==> src/sv/wscm_pkg.sv <==
// package for the windowed sigma current meter
// constants, config indexes, controller states and command/status structs; no dependencies
package wscm_pkg;

    localparam int BUFFER_DEPTH = 256;
    localparam int ADC_BITS = 10;
    localparam int ADDR_W = $clog2(BUFFER_DEPTH);
    localparam int CNT_W = $clog2(BUFFER_DEPTH + 2);
    // sum of up to BUFFER_DEPTH samples, with room for the later Q8 shift
    localparam int SUM_W = ADC_BITS + ADDR_W + 1 + 8;
    // sum of squared Q8 deviations
    localparam int SQ_W = 2 * (ADC_BITS + 8) + ADDR_W + 1;
    localparam int SIG_W = (SQ_W + 1) / 2;
    localparam int TOTAL_W = 24;

    localparam logic [2:0] CFG_WARMUP = 3'd0;
    localparam logic [2:0] CFG_TICKS = 3'd1;
    localparam logic [2:0] CFG_EXPECTED = 3'd2;
    localparam logic [2:0] CFG_SLOPE = 3'd3;
    localparam logic [2:0] CFG_INTERCEPT = 3'd4;
    localparam logic [2:0] CFG_THRESHOLD = 3'd5;
    localparam logic [2:0] CFG_VOLTS = 3'd6;

    typedef enum logic [3:0] {
        ST_IDLE,
        ST_SUM,
        ST_MEAN,
        ST_SQ,
        ST_VAR,
        ST_SQRT,
        ST_ACC,
        ST_REPORT,
        ST_CUR,
        ST_POW,
        ST_OUT
    } state_t;

    typedef struct packed {
        logic store;      // write sample
        logic warm_tick;  // warm-up tick
        logic clr_win;
        logic sum_start;
        logic sum_step;
        logic div_start;  // start shared divider
        logic div_sel;    // 0 mean, 1 variance; report uses div_rep
        logic div_rep;
        logic sq_start;
        logic sq_step;
        logic sqrt_start;
        logic acc;
        logic tick_cnt;
        logic cur;
        logic pow;
        logic out_load;
        logic clr_tot;
    } cmd_t;

    typedef struct packed {
        logic warm;
        logic valid;
        logic walk_done;
        logic div_done;
        logic sqrt_done;
        logic report;
        logic out_busy;
    } stat_t;

endpackage

==> src/sv/wscm_ctrl.sv <==
// controller state machine of the windowed sigma current meter
// sequences the datapath through commands; uses wscm_pkg
module wscm_ctrl (
    input  logic            clk,
    input  logic            rst_n,
    input  logic            in_fire,
    input  logic            command,
    output logic            in_ready,
    input  wscm_pkg::stat_t stat,
    output wscm_pkg::cmd_t  cmd
);
    wscm_pkg::state_t state_reg, state_next;
    logic first_reg, first_next;

    always_ff @(posedge clk or negedge rst_n)
    begin
        if (!rst_n)
        begin
            state_reg <= wscm_pkg::ST_IDLE;
            first_reg <= 1'b0;
        end
        else
        begin
            state_reg <= state_next;
            first_reg <= first_next;
        end
    end

    always_comb
    begin
        state_next = state_reg;
        first_next = 1'b0;
        case (state_reg)
            wscm_pkg::ST_IDLE:
                if (in_fire && command && !stat.warm)
                begin
                    state_next = stat.valid ? wscm_pkg::ST_SUM : wscm_pkg::ST_ACC;
                    first_next = 1'b1;
                end
            wscm_pkg::ST_SUM:
                if (!first_reg && stat.walk_done)
                begin
                    state_next = wscm_pkg::ST_MEAN;
                    first_next = 1'b1;
                end
            wscm_pkg::ST_MEAN:
                if (!first_reg && stat.div_done)
                begin
                    state_next = wscm_pkg::ST_SQ;
                    first_next = 1'b1;
                end
            wscm_pkg::ST_SQ:
                if (!first_reg && stat.walk_done)
                begin
                    state_next = wscm_pkg::ST_VAR;
                    first_next = 1'b1;
                end
            wscm_pkg::ST_VAR:
                if (!first_reg && stat.div_done)
                begin
                    state_next = wscm_pkg::ST_SQRT;
                    first_next = 1'b1;
                end
            wscm_pkg::ST_SQRT:
                if (!first_reg && stat.sqrt_done)
                begin
                    state_next = wscm_pkg::ST_ACC;
                    first_next = 1'b1;
                end
            wscm_pkg::ST_ACC:
                if (!first_reg)
                begin
                    state_next = stat.report ? wscm_pkg::ST_REPORT : wscm_pkg::ST_IDLE;
                    first_next = stat.report;
                end
            wscm_pkg::ST_REPORT:
                if (!first_reg && stat.div_done)
                    state_next = wscm_pkg::ST_CUR;
            wscm_pkg::ST_CUR:
                state_next = wscm_pkg::ST_POW;
            wscm_pkg::ST_POW:
                state_next = wscm_pkg::ST_OUT;
            wscm_pkg::ST_OUT:
                if (!stat.out_busy)
                    state_next = wscm_pkg::ST_IDLE;
            default:
                state_next = wscm_pkg::ST_IDLE;
        endcase
    end

    always_comb
    begin
        cmd = '0;
        in_ready = 1'b0;
        case (state_reg)
            wscm_pkg::ST_IDLE:
            begin
                in_ready = 1'b1;
                cmd.store = in_fire && !command;
                cmd.warm_tick = in_fire && command && stat.warm;
                cmd.clr_win = in_fire && command && stat.warm;
                cmd.sum_start = in_fire && command;
            end
            wscm_pkg::ST_SUM:
                cmd.sum_step = 1'b1;
            wscm_pkg::ST_MEAN:
                cmd.div_start = first_reg;
            wscm_pkg::ST_SQ:
            begin
                cmd.sq_start = first_reg;
                cmd.sq_step = !first_reg;
            end
            wscm_pkg::ST_VAR:
            begin
                cmd.div_start = first_reg;
                cmd.div_sel = 1'b1;
            end
            wscm_pkg::ST_SQRT:
            begin
                cmd.sqrt_start = first_reg;
                cmd.div_sel = 1'b1;
            end
            wscm_pkg::ST_ACC:
                if (first_reg)
                begin
                    cmd.acc = stat.valid;
                    cmd.clr_win = 1'b1;
                    cmd.tick_cnt = 1'b1;
                    cmd.div_sel = 1'b1;
                end
            wscm_pkg::ST_REPORT:
            begin
                cmd.div_rep = 1'b1;
                cmd.div_start = first_reg;
            end
            wscm_pkg::ST_CUR:
            begin
                cmd.cur = 1'b1;
                cmd.div_sel = 1'b1;
            end
            wscm_pkg::ST_POW:
            begin
                cmd.pow = 1'b1;
                cmd.div_sel = 1'b1;
            end
            wscm_pkg::ST_OUT:
            begin
                cmd.div_sel = 1'b1;
                cmd.out_load = !stat.out_busy;
                cmd.clr_tot = !stat.out_busy;
            end
            default: ;
        endcase
    end
endmodule

==> config.mk <==
export PLATFORM = sky130hd
export DESIGN_NAME = wscm_ctrl
export DESIGN_NICKNAME = d
export VERILOG_FILES = /design/src/sv/wscm_pkg.sv /design/src/sv/wscm_ctrl.sv
export SDC_FILE = /design/constraint.sdc
export NUM_CORES = 1
export LEC_CHECK = 0
export ABC_AREA = 1
export BUFFER_PORTS_ARGS = -buffer_cell sky130_fd_sc_hd__clkbuf_2
export CAP_MARGIN = 20
export CORE_MARGIN = 5
export CORE_UTILIZATION = 40
export CTS_CLUSTER_DIAMETER = 150
export DETAILED_ROUTE_END_ITERATION = 8
export PLACE_DENSITY = 0.72
export SLEW_MARGIN = 20
export SYNTH_ARGS = -nofsm -noshare
export SYNTH_HDL_FRONTEND = slang
export SYNTH_SLANG_ARGS = --single-unit
==> constraint.sdc <==
create_clock -name clk -period 1.5 [get_ports clk]
set_clock_uncertainty 0.15 [all_clocks]
set_input_delay 0.225 -clock clk [delete_from_list [all_inputs] [get_ports clk]]
set_output_delay 0.225 -clock clk [all_outputs]
set_load 0.01 [all_outputs]
==> results of run 1 <==
## cell families (layout without fill, tap and decap cells)
| kind of cell | count (synthesis) | count (layout) | synth area share |
|---|---|---|---|
| AND/OR/NAND/NOR | 83 | 83 | 0.623 |
| buffers and inverters | 23 | 83 | 0.160 |
| flip-flops | 5 | 5 | 0.203 |
| AO/OA/AOI/OAI | 1 | 1 | 0.0142 |
## stage by stage
stage                     power, mW  setup TNS, ns
after floorplan                1.10              0
after global placement         1.51              0
after detailed placement       1.52        -0.0485
after CTS                      2.20          -2.75
after global routing           2.90          -5.22
final                          2.72          -3.62
## worst min-delay path by stage
stage,from,end,slack (ns),cells past startpoint
after CTS,stat[0],state_reg[3],0.11,3
final,stat[2],first_reg,0.14,3
after global routing,stat[2],first_reg,0.13,3
after floorplan,rst_n,first_reg,-0.22,0
after global placement,rst_n,state_reg[1],-0.11,1
after detailed placement,rst_n,state_reg[1],-0.1,1
## worst min-delay path: stages
cell	delay (ns)
clkbuf_2	0.10
nand3_1	0.08
nand4_1	0.09
## power breakdown
part	switching, mW	total (mW)	internal (mW)	leakage, nW
combinational	1.23	2.24	1.00	0.676
sequential	0.112	0.317	0.205	0.0589
clock	0.0672	0.169	0.101	0.0150
## what timing repair did
action | 4_1_cts | 5_1_grt
pin swaps | 8 | 7
gates resized for setup | 33 | 45
setup buffers | 15 | 4
endpoints found under the setup margin | 19 | 23
hold endpoints to repair | 5 | 0
hold buffers | 1 | 0
## synthesized netlist by cell type
master | count | area, um^2
buf_4 | 1 | 7.51
o21ai_2 | 1 | 8.76
nand2_4 | 1 | 11.3
nand2_2 | 3 | 18.8
nand2_1 | 38 | 143
buf_6 | 1 | 11.3
nor3_1 | 1 | 5.00
nor2_1 | 16 | 60.1
inv_1 | 19 | 71.3
nand4_1 | 3 | 18.8
nor2_4 | 1 | 11.3
nor2_2 | 5 | 31.3
nand3_1 | 13 | 65.1
clkinv_2 | 1 | 5.00
inv_2 | 1 | 3.75
nand3_2 | 2 | 20.0
dfrtp_1 | 5 | 125
## final cells by class
class	count	area [um^2]	area share
multi-input combinational	84	562	0.445
timing repair buffer	58	442	0.350
sequential	5	130	0.103
inverter	21	81.3	0.0645
clock buffer	4	26.3	0.0208
tap	16	20.0	0.0159
## metal layers
layer / global-route usage / routed length, um / vias to the layer above
met3: 0.0765 / 249 / 24
met4: 0.0673 / 251 / 0
met5: 0 / 0 / -
met1: 0.217 / 1000 / 475
li1: - / - / 461
met2: 0.363 / 1480 / 71
==> metrics.md, run 1 <==
| Metric | Value |
|---|---|
| MaxCap Viol Count | 0 |
| RSZ-0062 raised after global routing | yes |
| Placement Setup Slack | -0.0275 ns |
| Seq/Total Area, Yosys | 0.203 |
| I/O pins | 29 |
| Final core utilization | 0.847 |
| Slew Limit Fails | 0 |
| Critical Path Source Type | flop |
| Vias/cell | 5.48 |
| Leakage power | 0.750 nW |
| Avg WL per Cell | 15.9 um |
| Filler instances | 87 |
| CTS root buf | clkbuf_4 |
| #FFs+latches synth | 5 |
| Crit path buf inv count | 3 |
| Cell at the slowest stage of the critical path | dfrtp_2 |
| Largest delay contributor family on the critical path | flip-flops |
| Commonest non-fill, non-tap cells in the layout | 28 x nand2_1, 20 x buf_4, 14 x buf_6, 13 x clkbuf_2, 12 x inv_1 |
| Global placement routability congestion | 0.857 |
| Status | complete, but fails checks |
| Die Footprint | 2430 um^2 |
| Clock Latency Late Sink | ~0.25 ns |
| VDD IR max | 1.40 mV |
| Detailed Route WL | 2990 um |
| Syn_area_per_cell | 5.51 um^2 |
| Critical path arrival | 1.39 ns |
| Max FFs per register | 4 |
| Delay of the slowest cell on the worst path | 0.46 ns |
| IO buf count | 28 |
| Pin count of the biggest net entering global routing | 6 |
| Syn Inst Count | ~110 |
| Worst reg-to-reg setup slack | -0.17 ns |
| Post-synth cell types | 17 |
| Worst path depth | 7 |
| Row cnt | 14 |
| Critical Path RT | 1.12 ns |
| Core area | 1490 um^2 |
| Number of cells on the worst reg-to-reg path | 10 |
| Clk pin slew, worst setup/hold paths | 0.05 ns |
| Starting Density | 0.414 |
| Final WS setup | -0.269 ns |
| CP Cell Sequence | nor2_4, buf_4, nand2_2, nand3_2, nand2_1, inv_1, buf_2 |
| Min Hold Slack | 0.138 ns |
| Fin nets | 184 |
| Dpl cells | 164 |
| Clk buf depth | 2 |
| CTS sink cnt | 5 |
| Critical path capture point type | output port |
| First-pass GRT wire length | 3960 um |
| WS Path Type | reg2out |
| Commonest non-fill, non-tap cell in the layout | nand2_1 |
| CTS tree | built |
| Syn_nets | 123 |
| Period Utilization, post-route | 1.18 |
| Num CTS Buffers | 3 |
| Max Freq | 0.565 GHz |
| Total number of vias | just over 1,000 |
| H-Tree Depth | 1 |
| Overflow after GRT | 0 |
| Final hold violation count | 0 |
| Die H | approximately 50 um |
| Crit path to | cmd[11] |
| Failing checks | setup timing |
| Share of layout cells above drive strength 1 | 0.645 |
| Post-DP Area | 848 um^2 |
| Hold Path Class | in2reg |
| Final ANT Viol Nets | 0 |
| Worst-margin pin slew | 0.211 ns |
| Max-slew headroom | 0.859 |
| Drt first pass iters | 4 |
| Die width | 49.3 um |
| Crit path from | state_reg[3] |
| Antenna diode count | 0 |
| Drt first-iter violations | 22 |
| Final instance area | 1260 um^2 |
| R2R Path Start | state_reg[0] |
| Worst reg2reg endpoint | state_reg[0] |
| # setup viols final | 23 |
| Synth Warn # | 0 |
| Area grow syn2layout | 104% |
| Initial antenna violation count | 0 |
| Post-Layout Cell Count | 188 |
| Crit Path Max Fanout | 5 |
| Synth Cell Area | 617 um^2 |
| Pwr dens | 2160 nW/um^2 |
| Residual DRC count | 0 |
| Fin crit period | 1.77 ns |
| Hpwl dp | approximately 1600 um |
| All-Layer GR Usage | 0.204 |
| Vias in the first global route | 945 |
Note: power is estimated with default switching activity, not from simulation.
==> inputs of run 2 (changes only) <==
Settings changed: BUFFER_PORTS_ARGS -buffer_cell sky130_fd_sc_hd__clkbuf_2 to -buffer_cell sky130_fd_sc_hd__buf_2.
==> metrics.md, run 2 (synthesized netlist as in run 1, its figures left out) <==
| Metric | Value |
|---|---|
| Hold Path Class | in2reg |
| Critical Path Source Type | flop |
| Die H | approximately 50 um |
| I/O pins | 29 |
| Final ANT Viol Nets | 0 |
| Drt first pass iters | 4 |
| Row cnt | 14 |
| Pin count of the biggest net entering global routing | 6 |
| DRT met1 WL | 825 um |
| Uppermost layer routed | met4 |
| Core area | approximately 1500 um^2 |
| Critical path capture point type | output port |
| Die Footprint | 2430 um^2 |
| Crit Path Max Fanout | 5 |
| Commonest non-fill, non-tap cells in the layout | 32 x nand2_1, 25 x buf_2, 14 x buf_4, 13 x inv_1, 12 x nand3_1 |
| Die width | 49.3 um |
| HP Start | stat[0] |
| Worst-margin pin slew | 0.163 ns |
| Global placement routability congestion | 0.857 |
| Post-DP Area | 848 um^2 |
| Critical Path RT | 1.12 ns |
| Critical path arrival | 1.38 ns |
| CTS tree | built |
| Period Utilization, post-route | 1.17 |
| Crit path from | state_reg[0] |
| RSZ-0062 raised after global routing | yes |
| Residual DRC count | 0 |
| H-Tree Depth | 1 |
| Slew Limit Fails | 0 |
| R2R Path Start | state_reg[0] |
| Pwr dens | approximately 2000 nW/um^2 |
| Fin nets | ~170 |
| Clk pin slew, worst setup/hold paths | 0.05 ns |
| Clk buf depth | 2 |
| IO buf count | 28 |
| Max-slew headroom | 0.891 |
| Commonest non-fill, non-tap cell in the layout | nand2_1 |
| Drt first-iter violations | 30 |
| Detailed Route WL | 2160 um |
| Hpwl dp | ~1600 um |
| Total number of vias | about 910 |
| WL met2 | 1170 um |
| Max Freq | about 0.57 GHz |
| Share of layout cells above drive strength 1 | 0.553 |
| Vias/cell | 5.13 |
| Final instance area | 1040 um^2 |
| CTS root buf | clkbuf_4 |
| Vias in the first global route | approximately 820 |
| Fin crit period | about 1.8 ns |
| Antenna diode count | 0 |
| First-pass GRT wire length | 3200 um |
| All-Layer GR Usage | 0.163 |
| Overflow after GRT | 0 |
| Max FFs per register | 4 |
| CTS sink cnt | 5 |
| Status | complete, but fails checks |
| Clock Latency Late Sink | 0.24 ns |
| Num CTS Buffers | 3 |
| VDD IR max | 1.11 mV |
| Placement Setup Slack | -0.0119 ns |
| Initial antenna violation count | 0 |
| Starting Density | 0.414 |
| Failing checks | setup timing |
| WS Path Type | reg2out |
| # setup viols final | 21 |
| Final WS setup | -0.254 ns |
| Area grow syn2layout | 68.8% |
| MaxCap Viol Count | 0 |
| Final hold violation count | 0 |
| Metal3 WL | between 150 and 200 um |
| Leakage power | 0.664 nW |
| Avg WL per Cell | 12.2 um |
-- run 2: changes by cell type in the layout (fill, tap and decap cells not counted), moves of 5 or more --
cell	delta
nand3_1	+5
buf_6	-7
clkbuf_2	-13
buf_2	+16
buf_4	-6
-- run 2: what timing repair did --
action / 4_1_cts / 5_1_grt
endpoints found under the setup margin: 18 / 23
pin swaps: 3 / 3
setup buffers: 5 / 3
hold buffers: 1 / 0
resized for setup: 24 / 10
endpoints found under the hold margin: 5 / 0
-- run 2: worst paths after layout --
kind                           endpoint  cells after the start  slack (ns)
setup / recovery                cmd[11]                      7       -0.25
hold / removal             state_reg[3]                      3        0.11
setup reg to reg           state_reg[0]                     10       -0.06
hold reg to reg            state_reg[2]                      2        0.41
max in group asynchronous  state_reg[0]                      2        0.87
min in group asynchronous  state_reg[1]                      2        0.17
-- run 2: per-stage QoR --
| stage | total power, mW | TNS [ns] | util | instances | hold slack (ns) |
|---|---|---|---|---|---|
| floorplan | 1.10 | 0 | - | 112 | -0.221 |
| detailed placement | 1.51 | -0.0119 | 0.570 | 164 | -0.104 |
| global route | 2.25 | -4.35 | 0.699 | 177 | 0.131 |
| global placement | 1.50 | 0 | 0.570 | 164 | -0.109 |
| finish | 2.08 | -2.66 | 0.699 | 177 | 0.110 |
| CTS | 1.92 | -2.35 | 0.661 | 174 | 0.112 |
-- run 2: layout make-up --
class,count,area [um^2]
fillers,126,448
inverters,21,80.1
well taps,16,20.0
flip-flops and latches,5,130
multi-input cells,84,465
repair buffers,47,319
clock buffers,4,26.3
-- run 2: routing by layer --
layer / track usage / vias up
li1: - / 442
met4: 0.0135 / 0
met5: 0 / -
met1: 0.186 / 417
met2: 0.303 / 47
met3: 0.0489 / 2
-- run 2: critical path, cell delays in order, from the launching register on --
cell     delay (ns)
dfrtp_2        0.45
nor2_4         0.18
buf_6          0.13
nand2_2        0.06
nand3_2        0.10
nand2_1        0.05
inv_1          0.04
buf_2          0.11
-- run 2: power breakdown --
group	internal [mW]	switching (mW)	total, mW
registers	0.206	0.101	0.307
clock network	0.101	0.0551	0.156
logic	0.710	0.912	1.62
